## src/rtl/disk_head_seek_scheduler_top_defines.svh

```systemverilog
// Assertion macros for the disk head seek scheduler.
// Used by the top level; no other dependencies.
`ifndef DISK_HEAD_SEEK_SCHEDULER_TOP_DEFINES_SVH
`define DISK_HEAD_SEEK_SCHEDULER_TOP_DEFINES_SVH

// Implication checked on every clock edge, skipped while in reset.
`define DHS_ASSERT_IMP(label, clk, rst_n, ante, cons, msg) \
    label: assert property (@(posedge clk) disable iff (!rst_n) (ante) |-> (cons)) \
        else $error(msg);

// Next-cycle implication, skipped while in reset.
`define DHS_ASSERT_NEXT(label, clk, rst_n, ante, cons, msg) \
    label: assert property (@(posedge clk) disable iff (!rst_n) (ante) |=> (cons)) \
        else $error(msg);

`endif

```

## src/rtl/dhss_pkg.sv

```systemverilog
// Shared constants and types for the disk head seek scheduler.
// No dependencies.
package dhss_pkg;

    localparam int MAX_REQUESTS_DEF  = 32;
    localparam int CYLINDER_BITS_DEF = 16;

    localparam int SEEK_W  = 22;
    localparam int COUNT_W = 6;
    localparam int CFG_W   = 17;
    localparam logic [SEEK_W-1:0] SEEK_MAX = {SEEK_W{1'b1}};

    // Register indexes
    localparam logic [1:0] REG_POLICY = 2'd0;
    localparam logic [1:0] REG_CYLCNT = 2'd1;
    localparam logic [1:0] REG_START  = 2'd2;
    localparam logic [1:0] REG_PREV   = 2'd3;

    // Policy codes
    localparam logic [1:0] POL_FCFS  = 2'd0;
    localparam logic [1:0] POL_SSTF  = 2'd1;
    localparam logic [1:0] POL_SCAN  = 2'd2;
    localparam logic [1:0] POL_CSCAN = 2'd3;

endpackage

```

## src/rtl/dhss_seek_acc.sv

```systemverilog
// Shared distance unit: |target - head| added into a saturating accumulator.
// Depends on dhss_pkg.
module dhss_seek_acc #(
    parameter int CYLINDER_BITS = dhss_pkg::CYLINDER_BITS_DEF
) (
    input  logic                      i_clk,
    input  logic                      i_clear,
    input  logic [CYLINDER_BITS-1:0]  i_head_init,
    input  logic                      i_move,
    input  logic [CYLINDER_BITS-1:0]  i_target,
    output logic [CYLINDER_BITS-1:0]  o_head,
    output logic [CYLINDER_BITS-1:0]  o_dist,
    output logic [dhss_pkg::SEEK_W-1:0] o_acc
);
    logic [CYLINDER_BITS-1:0]    r_head, n_head;
    logic [dhss_pkg::SEEK_W-1:0] r_acc, n_acc;
    logic [dhss_pkg::SEEK_W:0]   w_sum;
    logic [dhss_pkg::SEEK_W:0]   w_dext;

    // absolute distance from the head
    assign o_dist = (i_target > r_head) ? (i_target - r_head) : (r_head - i_target);
    assign w_dext = (dhss_pkg::SEEK_W + 1)'(o_dist);
    assign w_sum  = {1'b0, r_acc} + w_dext;

    always_comb begin
        n_head = r_head;
        n_acc  = r_acc;
        if (i_clear) begin
            n_head = i_head_init;
            n_acc  = '0;
        end else if (i_move) begin
            n_head = i_target;
            n_acc  = (w_sum > {1'b0, dhss_pkg::SEEK_MAX}) ? dhss_pkg::SEEK_MAX
                                                         : w_sum[dhss_pkg::SEEK_W-1:0];
        end
    end

    always_ff @(posedge i_clk) begin
        r_head <= n_head;
        r_acc  <= n_acc;
    end

    assign o_head = r_head;
    assign o_acc  = r_acc;
endmodule

```

## src/rtl/disk_head_seek_scheduler_top.sv

```systemverilog
// Disk head seek scheduler top: request store, sequencer, shared seek unit.
// While loading, a beat is taken whenever i_valid is high. After a last beat the block is
// busy with the batch for FCFS, SSTF or SCAN/C-SCAN, each store read being issued in a read
// state first. o_valid rises on return to loading, once the prior beat is gone.
// Throughput: one batch at a time; ready is low while the batch is computed.
// Reset: synchronous active low; clears config to defaults, counts, marks, FSM.
`include "disk_head_seek_scheduler_top_defines.svh"
module disk_head_seek_scheduler_top #(
    parameter int MAX_REQUESTS  = dhss_pkg::MAX_REQUESTS_DEF,
    parameter int CYLINDER_BITS = dhss_pkg::CYLINDER_BITS_DEF
) (
    input  logic                       i_clk,
    input  logic                       i_rst_n,
    input  logic                       i_cfg_we,
    input  logic [1:0]                 i_cfg_index,
    input  logic [dhss_pkg::CFG_W-1:0] i_cfg_data,
    input  logic                       i_valid,
    output logic                       o_ready,
    input  logic [CYLINDER_BITS-1:0]   i_request_cylinder,
    input  logic                       i_last_request,
    output logic                       o_valid,
    input  logic                       i_ready,
    output logic [dhss_pkg::SEEK_W-1:0]  o_total_seek,
    output logic [dhss_pkg::COUNT_W-1:0] o_request_count,
    output logic                       o_batch_overflow
);
    localparam int IW = (MAX_REQUESTS > 1) ? $clog2(MAX_REQUESTS) : 1;
    localparam int CW = $clog2(MAX_REQUESTS + 1);
    localparam int CB = CYLINDER_BITS;

    localparam logic [3:0] S_LOAD  = 4'd0;
    localparam logic [3:0] S_INIT  = 4'd1;
    localparam logic [3:0] S_RD    = 4'd2;  // issue read of index r_j
    localparam logic [3:0] S_CMP   = 4'd3;  // data of r_j available
    localparam logic [3:0] S_STEP  = 4'd4;  // SSTF/sort: commit best
    localparam logic [3:0] S_SPLIT = 4'd5;  // sweep: visit sorted list
    localparam logic [3:0] S_EDGE1 = 4'd6;
    localparam logic [3:0] S_EDGE2 = 4'd7;
    localparam logic [3:0] S_OUT   = 4'd8;
    localparam logic [3:0] S_SRD   = 4'd9;  // sweep visit read
    localparam logic [3:0] S_SMV   = 4'd10; // sweep visit move

    // configuration
    logic [1:0]                 r_policy;
    logic [dhss_pkg::CFG_W-1:0] r_cylcnt;
    logic [CB-1:0]              r_start, r_prev;

    always_ff @(posedge i_clk) begin
        if (!i_rst_n) begin
            r_policy <= dhss_pkg::POL_FCFS;
            r_cylcnt <= dhss_pkg::CFG_W'(65536);
            r_start  <= '0;
            r_prev   <= '0;
        end else if (i_cfg_we) begin
            case (i_cfg_index)
                dhss_pkg::REG_POLICY: r_policy <= i_cfg_data[1:0];
                dhss_pkg::REG_CYLCNT: r_cylcnt <= i_cfg_data;
                dhss_pkg::REG_START:  r_start  <= CB'(i_cfg_data[15:0]);
                dhss_pkg::REG_PREV:   r_prev   <= CB'(i_cfg_data[15:0]);
                default: ;
            endcase
        end
    end

    // store (arrival order) and sorted copy
    logic [CB-1:0] mem_req [MAX_REQUESTS];
    logic [CB-1:0] mem_srt [MAX_REQUESTS];
    logic [CB-1:0] r_rdata, r_sdata;
    logic [IW-1:0] w_raddr, w_saddr;
    logic          w_swe;
    logic [IW-1:0] w_swaddr;
    logic [CB-1:0] w_swdata;

    logic [3:0]    r_st, n_st;
    logic [CW-1:0] r_cnt;
    logic          r_ovf;
    logic [MAX_REQUESTS-1:0] r_mark;
    logic [CW-1:0] r_k, r_j, r_split;
    logic          r_found;
    logic [IW-1:0] r_best;
    logic [CB-1:0] r_bestv, r_bestd;
    logic          r_phase;  // sweep: 0 first leg, 1 second leg
    logic          r_up;
    logic          r_ovld;
    logic [dhss_pkg::SEEK_W-1:0]  r_oseek;
    logic [dhss_pkg::COUNT_W-1:0] r_ocnt;
    logic          r_oovf;

    logic          w_accept, w_full;
    logic [CB-1:0] w_top;
    logic [dhss_pkg::CFG_W-1:0] w_topx;

    // loading continues while a result beat waits in the output register
    assign o_ready  = (r_st == S_LOAD);
    assign w_accept = i_valid && o_ready;
    assign w_full   = (r_cnt == CW'(MAX_REQUESTS));
    assign w_topx   = (r_cylcnt == '0) ? '0 : r_cylcnt - 1'b1;
    assign w_top    = CB'(w_topx);

    // shared seek unit
    logic          w_clear, w_move;
    logic [CB-1:0] w_target, w_head, w_dist;
    logic [dhss_pkg::SEEK_W-1:0] w_acc;

    dhss_seek_acc #(.CYLINDER_BITS(CB)) u_acc (
        .i_clk      (i_clk),
        .i_clear    (w_clear),
        .i_head_init(r_start),
        .i_move     (w_move),
        .i_target   (w_target),
        .o_head     (w_head),
        .o_dist     (w_dist),
        .o_acc      (w_acc)
    );

    // memories
    always_ff @(posedge i_clk) begin
        if (w_accept && !w_full) mem_req[r_cnt[IW-1:0]] <= i_request_cylinder;
        r_rdata <= mem_req[w_raddr];
    end
    always_ff @(posedge i_clk) begin
        if (w_swe) mem_srt[w_swaddr] <= w_swdata;
        r_sdata <= mem_srt[w_saddr];
    end

    // candidate test against the current best
    logic w_cand, w_better, w_sort_pol;
    assign w_sort_pol = r_policy[1];
    assign w_cand     = !r_mark[r_j[IW-1:0]];
    assign w_better   = !r_found ||
                        (w_sort_pol ? (r_rdata < r_bestv) : (w_dist < r_bestd));

    // sweep visit order: index computed from phase and k
    logic [CW-1:0] w_vidx;
    logic [CW-1:0] w_vlen;
    always_comb begin
        w_vidx = '0;
        w_vlen = '0;
        if (r_up) begin
            if (!r_phase) begin
                w_vlen = r_cnt - r_split; w_vidx = r_split + r_k;
            end else if (r_policy == dhss_pkg::POL_CSCAN) begin
                w_vlen = r_split; w_vidx = r_k;
            end else begin
                w_vlen = r_split; w_vidx = r_split - r_k - 1'b1;
            end
        end else begin
            if (!r_phase) begin
                w_vlen = r_split; w_vidx = r_split - r_k - 1'b1;
            end else if (r_policy == dhss_pkg::POL_CSCAN) begin
                w_vlen = r_cnt - r_split; w_vidx = r_cnt - r_k - 1'b1;
            end else begin
                w_vlen = r_cnt - r_split; w_vidx = r_split + r_k;
            end
        end
    end

    assign w_raddr  = r_j[IW-1:0];
    assign w_saddr  = w_vidx[IW-1:0];
    assign w_swe    = (r_st == S_STEP) && w_sort_pol;
    assign w_swaddr = r_k[IW-1:0];
    assign w_swdata = r_bestv;

    // seek unit control
    always_comb begin
        w_clear  = (r_st == S_INIT);
        w_move   = 1'b0;
        w_target = r_rdata;
        case (r_st)
            S_CMP:   begin w_move = (r_policy == dhss_pkg::POL_FCFS); w_target = r_rdata; end
            S_STEP:  begin w_move = (r_policy == dhss_pkg::POL_SSTF); w_target = r_bestv; end
            S_SMV:   begin w_move = 1'b1; w_target = r_sdata; end
            S_EDGE1: begin w_move = 1'b1; w_target = r_up ? w_top : '0; end
            S_EDGE2: begin w_move = (r_policy == dhss_pkg::POL_CSCAN);
                           w_target = r_up ? '0 : w_top; end
            default: ;
        endcase
    end

    // sequencer
    always_ff @(posedge i_clk) begin
        if (!i_rst_n) begin
            r_st <= S_LOAD; r_cnt <= '0; r_ovf <= 1'b0; r_mark <= '0;
            r_ovld <= 1'b0; r_k <= '0; r_j <= '0; r_found <= 1'b0;
            r_split <= '0; r_phase <= 1'b0; r_up <= 1'b0;
        end else begin
            if (o_valid && i_ready) r_ovld <= 1'b0;
            case (r_st)
                S_LOAD: if (w_accept) begin
                    if (w_full) r_ovf <= 1'b1;
                    else r_cnt <= r_cnt + 1'b1;
                    if (i_last_request) r_st <= S_INIT;
                end
                S_INIT: begin
                    r_k <= '0; r_j <= '0; r_found <= 1'b0; r_mark <= '0;
                    r_split <= '0; r_phase <= 1'b0; r_up <= r_prev < r_start;
                    r_st <= S_RD;
                end
                S_RD: r_st <= S_CMP;
                S_CMP: begin
                    if (r_policy == dhss_pkg::POL_FCFS) begin
                        if (r_j + 1'b1 >= r_cnt) r_st <= S_OUT;
                        else begin r_j <= r_j + 1'b1; r_st <= S_RD; end
                    end else begin
                        if (w_cand && w_better) begin
                            r_found <= 1'b1; r_best <= r_j[IW-1:0];
                            r_bestv <= r_rdata; r_bestd <= w_dist;
                        end
                        if (r_j + 1'b1 >= r_cnt) r_st <= S_STEP;
                        else begin r_j <= r_j + 1'b1; r_st <= S_RD; end
                    end
                end
                S_STEP: begin
                    r_mark[r_best] <= 1'b1;
                    if (w_sort_pol && r_bestv < r_start) r_split <= r_split + 1'b1;
                    r_found <= 1'b0; r_j <= '0;
                    if (r_k + 1'b1 >= r_cnt) begin
                        r_k <= '0;
                        r_st <= w_sort_pol ? S_SPLIT : S_OUT;
                    end else begin
                        r_k <= r_k + 1'b1; r_st <= S_RD;
                    end
                end
                S_SPLIT: begin
                    if (r_k >= w_vlen) begin
                        r_k <= '0;
                        r_st <= r_phase ? S_OUT : S_EDGE1;
                    end else r_st <= S_SRD;
                end
                S_SRD: r_st <= S_SMV;
                S_SMV: begin r_k <= r_k + 1'b1; r_st <= S_SPLIT; end
                S_EDGE1: r_st <= S_EDGE2;
                S_EDGE2: begin r_phase <= 1'b1; r_st <= S_SPLIT; end
                S_OUT: if (!r_ovld) begin
                    r_ovld <= 1'b1; r_cnt <= '0; r_ovf <= 1'b0; r_mark <= '0;
                    r_st <= S_LOAD;
                end
                default: r_st <= S_LOAD;
            endcase
        end
    end

    // result register
    always_ff @(posedge i_clk) begin
        if (r_st == S_OUT && !r_ovld) begin
            r_oseek <= w_acc;
            r_ocnt  <= dhss_pkg::COUNT_W'(r_cnt);
            r_oovf  <= r_ovf;
        end
    end

    assign o_valid          = r_ovld;
    assign o_total_seek     = r_oseek;
    assign o_request_count  = r_ocnt;
    assign o_batch_overflow = r_oovf;

    `DHS_ASSERT_IMP(a_cnt_bound, i_clk, i_rst_n, 1'b1, r_cnt <= CW'(MAX_REQUESTS), "count overflow")
    `DHS_ASSERT_IMP(a_busy_not_ready, i_clk, i_rst_n, r_st != S_LOAD, !o_ready, "ready while busy")
    `DHS_ASSERT_NEXT(a_last_starts, i_clk, i_rst_n, w_accept && i_last_request, r_st == S_INIT, "no start")
    `DHS_ASSERT_NEXT(a_out_clears, i_clk, i_rst_n, r_st == S_OUT && !r_ovld, r_cnt == '0 && o_valid, "no clear")
    `DHS_ASSERT_NEXT(a_init_head, i_clk, i_rst_n, r_st == S_INIT, w_head == r_start, "head not loaded")
endmodule
```

## config.mk

```make
export PLATFORM = sky130hd
export DESIGN_NAME = disk_head_seek_scheduler_top
export DESIGN_NICKNAME = d
export VERILOG_FILES = /design/src/rtl/dhss_pkg.sv /design/src/rtl/dhss_seek_acc.sv /design/src/rtl/disk_head_seek_scheduler_top.sv
export VERILOG_INCLUDE_DIRS = /design/src /design/src/rtl
export SDC_FILE = /design/constraint.sdc
export NUM_CORES = 2
export LEC_CHECK = 0
export BUFFER_PORTS_ARGS = -buffer_cell sky130_fd_sc_hd__buf_4
export CAP_MARGIN = 20
export CORE_MARGIN = 3
export CORE_UTILIZATION = 45
export CTS_CLUSTER_SIZE = 28
export DETAILED_ROUTE_END_ITERATION = 8
export PLACE_DENSITY = 0.57
export SLEW_MARGIN = 20
export SYNTH_ARGS = -nofsm -noshare
export SYNTH_HDL_FRONTEND = slang
export SYNTH_SLANG_ARGS = --single-unit
```

## constraint.sdc

```tcl
create_clock -name i_clk -period 9.13 [get_ports i_clk]
set_input_delay 1.826 -clock i_clk [delete_from_list [all_inputs] [get_ports i_clk]]
set_output_delay 1.826 -clock i_clk [all_outputs]
set_load 0.03 [all_outputs]
```

==> results.json <==
{
  "ant_nets": 0,
  "nNetsFinal": 3808,
  "cts_setup_buffers": 0,
  "total_power_uw": 14180,
  "seq_area_frac_synth_pct": 67.07,
  "maxCapViolations": 0,
  "io_buffers": 71,
  "p_leak_uw": 0.02193,
  "start_util_pct": 45.45,
  "hold_violations": 0,
  "slew_headroom_pct": 25.94,
  "worstMarginPinSlew_ns": 1.102,
  "drc_errors": 0,
  "setup.worst_path.end": "r_best[2]",
  "die_h_um": 354.3,
  "clock_latency_ns": 0.76,
  "die-area_um2": 125500,
  "fillCellCount": 9966,
  "htreeDepth": 4,
  "cts_tree": "built",
  "synth_cell_types": 77,
  "synth-edff-count": 1106,
  "grt_pass1_wl_um": 199700,
  "grt_pass1_vias": 30630,
  "synth_top_area_cell": "edfxtp_1",
  "peakVddDrop_mv": 0.1997,
  "finalSetupViolations": 0,
  "powerDensity_nw_per_um2": 229.9,
  "hold_path_class": "flip-flop to flip-flop",
  "period_minus_slack_ns": 7.887,
  "drive_above_1_share_pct": 18.35,
  "crit_type": "flip-flop to flip-flop",
  "synth_top_area_share_pct": 60.83,
  "first_iter_violations": 2693,
  "root_buffer": "clkbuf_16",
  "worstSetupEndpointType": "flip-flop",
  "final.setup.tns_ns": 0,
  "wl_um": 134400,
  "fmax_ghz": 0.1268,
  "reg2reg_slack_ns": 1.24,
  "reg2reg_depth": 25,
  "numCtsBuffers": 140,
  "cts_sinks": 1276,
  "cp-startpoint": "r_cylcnt[6]",
  "slew_violations": 0,
  "synthFlopType": "edfxtp_1",
  "syn2layout_area_growth_pct": 12.96,
  "cp_data_arrival_time_ns": 8.33,
  "yosys_warnings": 0,
  "hold_buffers": 0,
  "die_w_um": 354.3,
  "syn_nets": 3656,
  "grt_overflow": 0,
  "hp-start": "r_ovf",
  "cts_resized": 0,
  "crit_path_max_fanout": 23,
  "clkTransAtPathRegs_ns": 0.06,
  "r2r_start": "r_cylcnt[6]",
  "worst_slack_ns": 1.243,
  "rsz0062_at_grt": "false",
  "grt_max_degree": 145,
  "synthesis.area_um2": 54590,
  "pin_count": 72,
  "synth_area_leaders": "edfxtp_1, mux4_2, dfxtp_1, mux2i_1, ha_1",
  "grt_usage_pct": 21.43,
  "start_kind": "flip-flop",
  "vias_per_cell": 5.697,
  "ys_ff_latch": 1276,
  "syn_avg_cell_area_um2": 15.82,
  "wl_per_cell_um": 25.16,
  "core_area_um2": 120100,
  "timing.final.crit_share_pct": 86.38,
  "worstReg2RegEnd": "r_best[2]",
  "skew_ns": 0.02869,
  "hpwlAfterDp_um": 82610,
  "rows": 127,
  "status": "completed",
  "gp_congestion": 0.8786,
  "place_ws_ns": 1.213,
  "vias": 30420,
  "clk_path_buf_depth": 3,
  "required_ns": 9.57,
  "grt_antenna_before_repair": 7,
  "async_flop_share_pct": 0,
  "synth_cells": 3452,
  "firstDrtPassIters": 6
}
## worst min-delay path by stage
stage / to / slack [ns] / cells past startpoint
after floorplan: r_best[4] / 0.41 / 0
after global placement: o_batch_overflow / 0.43 / 0
after detailed placement: o_batch_overflow / 0.43 / 0
after CTS: o_batch_overflow / 0.44 / 0
after global routing: o_batch_overflow / 0.47 / 0
final: o_batch_overflow / 0.45 / 0
## logic make-up (layout without fill, tap and decap cells)
| kind of cell | after synthesis | in the layout | synth area share [%] |
|---|---|---|---|
| flip-flops | 1276 | 1276 | 67.07 |
| buffers and inverters | 286 | 557 | 2.365 |
| AO/OA/AOI/OAI | 522 | 522 | 6.284 |
| multiplexers | 567 | 567 | 14.48 |
| adder cells (fa/ha/maj) | 163 | 163 | 3.832 |
| other | 0 | 5 | 0 |
| AND/OR/NAND/NOR | 567 | 567 | 4.820 |
| XOR/XNOR | 71 | 71 | 1.153 |
## cell usage in the layout (no fill, tap or decap), types with 10 or more instances in the layout
master and instances:
a21oi_1 174, edfxtp_1 1106, a211oi_1 11, nor2b_1 16, o21ai_0 76, nand2_1 170
clkbuf_1 39, and3_1 11, xnor2_1 43, nor4_1 18, buf_4 172, clkinv_2 25
mux2i_1 315, inv_1 116, a221o_1 18, nor2_2 25, nand2b_1 30, a222oi_1 10
ha_1 156, a221oi_1 25, nor3_1 21, clkinv_1 33, a31oi_1 20, nor2_1 161
xor2_1 27, o22ai_1 33, a21o_1 49, clkbuf_16 141, nand3_1 43, dfxtp_1 166
a22o_1 20, mux2_2 82, mux4_2 170, nand4_1 18, o21a_1 17
## through the flow
stage / util [%] / std cells / hold slack, ns / area, µm²
after global routing: 51.33 / 5336 / 0.4711 / 61660
final: 51.34 / 5340 / 0.4462 / 61670
after floorplan: - / 3452 / 0.4064 / 54590
after global placement: 47.68 / 5071 / 0.4279 / 57280
after CTS: 51.29 / 5334 / 0.4401 / 61620
after detailed placement: 47.71 / 5073 / 0.4263 / 57310
## report_power, final
| group | switching (µW) | internal (µW) |
|---|---|---|
| sequential | 122 | 6450 |
| combinational | 1380 | 924 |
| clock | 2280 | 3030 |
## cell usage after synthesis (11+ instances only)
cell and number:
clkbuf_1 87, buf_1 11, buf_2 39, a21o_1 49, a221o_1 18, nand4_1 18, xnor2_1 43, mux2i_1 315
edfxtp_1 1106, a221oi_1 25, o22ai_1 34, nor3_1 23, nor2_1 187, buf_4 14, nor2b_1 18, nor4_1 20
buf_6 15, o21ai_0 77, nand2_1 170, xor2_1 27, a21oi_1 175, a31oi_1 20, mux4_2 170, dfxtp_1 170
a22o_1 20, a211oi_1 11, ha_1 156, nand2b_1 31, and3_1 11, mux2_2 82, inv_1 117, o21a_1 17
nand3_1 43
## worst max-delay path, stage by stage, from the launching register on
cell	delay (ns)
dfxtp_1	0.35
or3_1	0.42
or3_1	0.36
nor3_1	0.32
nand4b_1	0.25
nand4_1	0.50
o21a_1	0.27
inv_1	0.06
ha_1	0.39
a211oi_1	0.31
o31ai_1	0.13
a21o_1	0.19
a2111oi_0	0.56
a21boi_2	0.09
buf_4	0.25
mux2i_1	0.36
ha_1	0.30
a21boi_0	0.12
o21a_1	0.17
o21ai_0	0.18
a21oi_1	0.10
or4_1	0.44
a221oi_1	0.40
o21ai_0	0.25
a21oi_4	0.56
buf_12	0.25
## registers in the layout, indices dropped and copies added, names as in the netlist, 17 cells and up
register / count
r_mark: 32
o_total_seek: 22
r_cylcnt: 17
mem_req: 512
mem_srt: 512
u_acc.o_acc: 22
## final cells by class
class,count,area [µm²],area share [%]
clock inverter,79,608.1,0.9860
timing repair buffer,177,1390,2.254
tap,1612,2017,3.270
multi-input combinational,1890,16870,27.36
clock buffer,182,3702,6.003
sequential,1276,36630,59.39
inverter,119,446.7,0.7243
antenna,5,12.51,0.02029
## per-layer routing
metal,vias to the layer above,wire (µm),track usage (%)
met5,-,0,0
met4,0,3351,6.364
met3,210,8204,4.321
met2,904,63760,34.26
met1,15550,59070,29.81
li1,13760,-,-
Note: power is estimated with default switching activity, not from simulation.
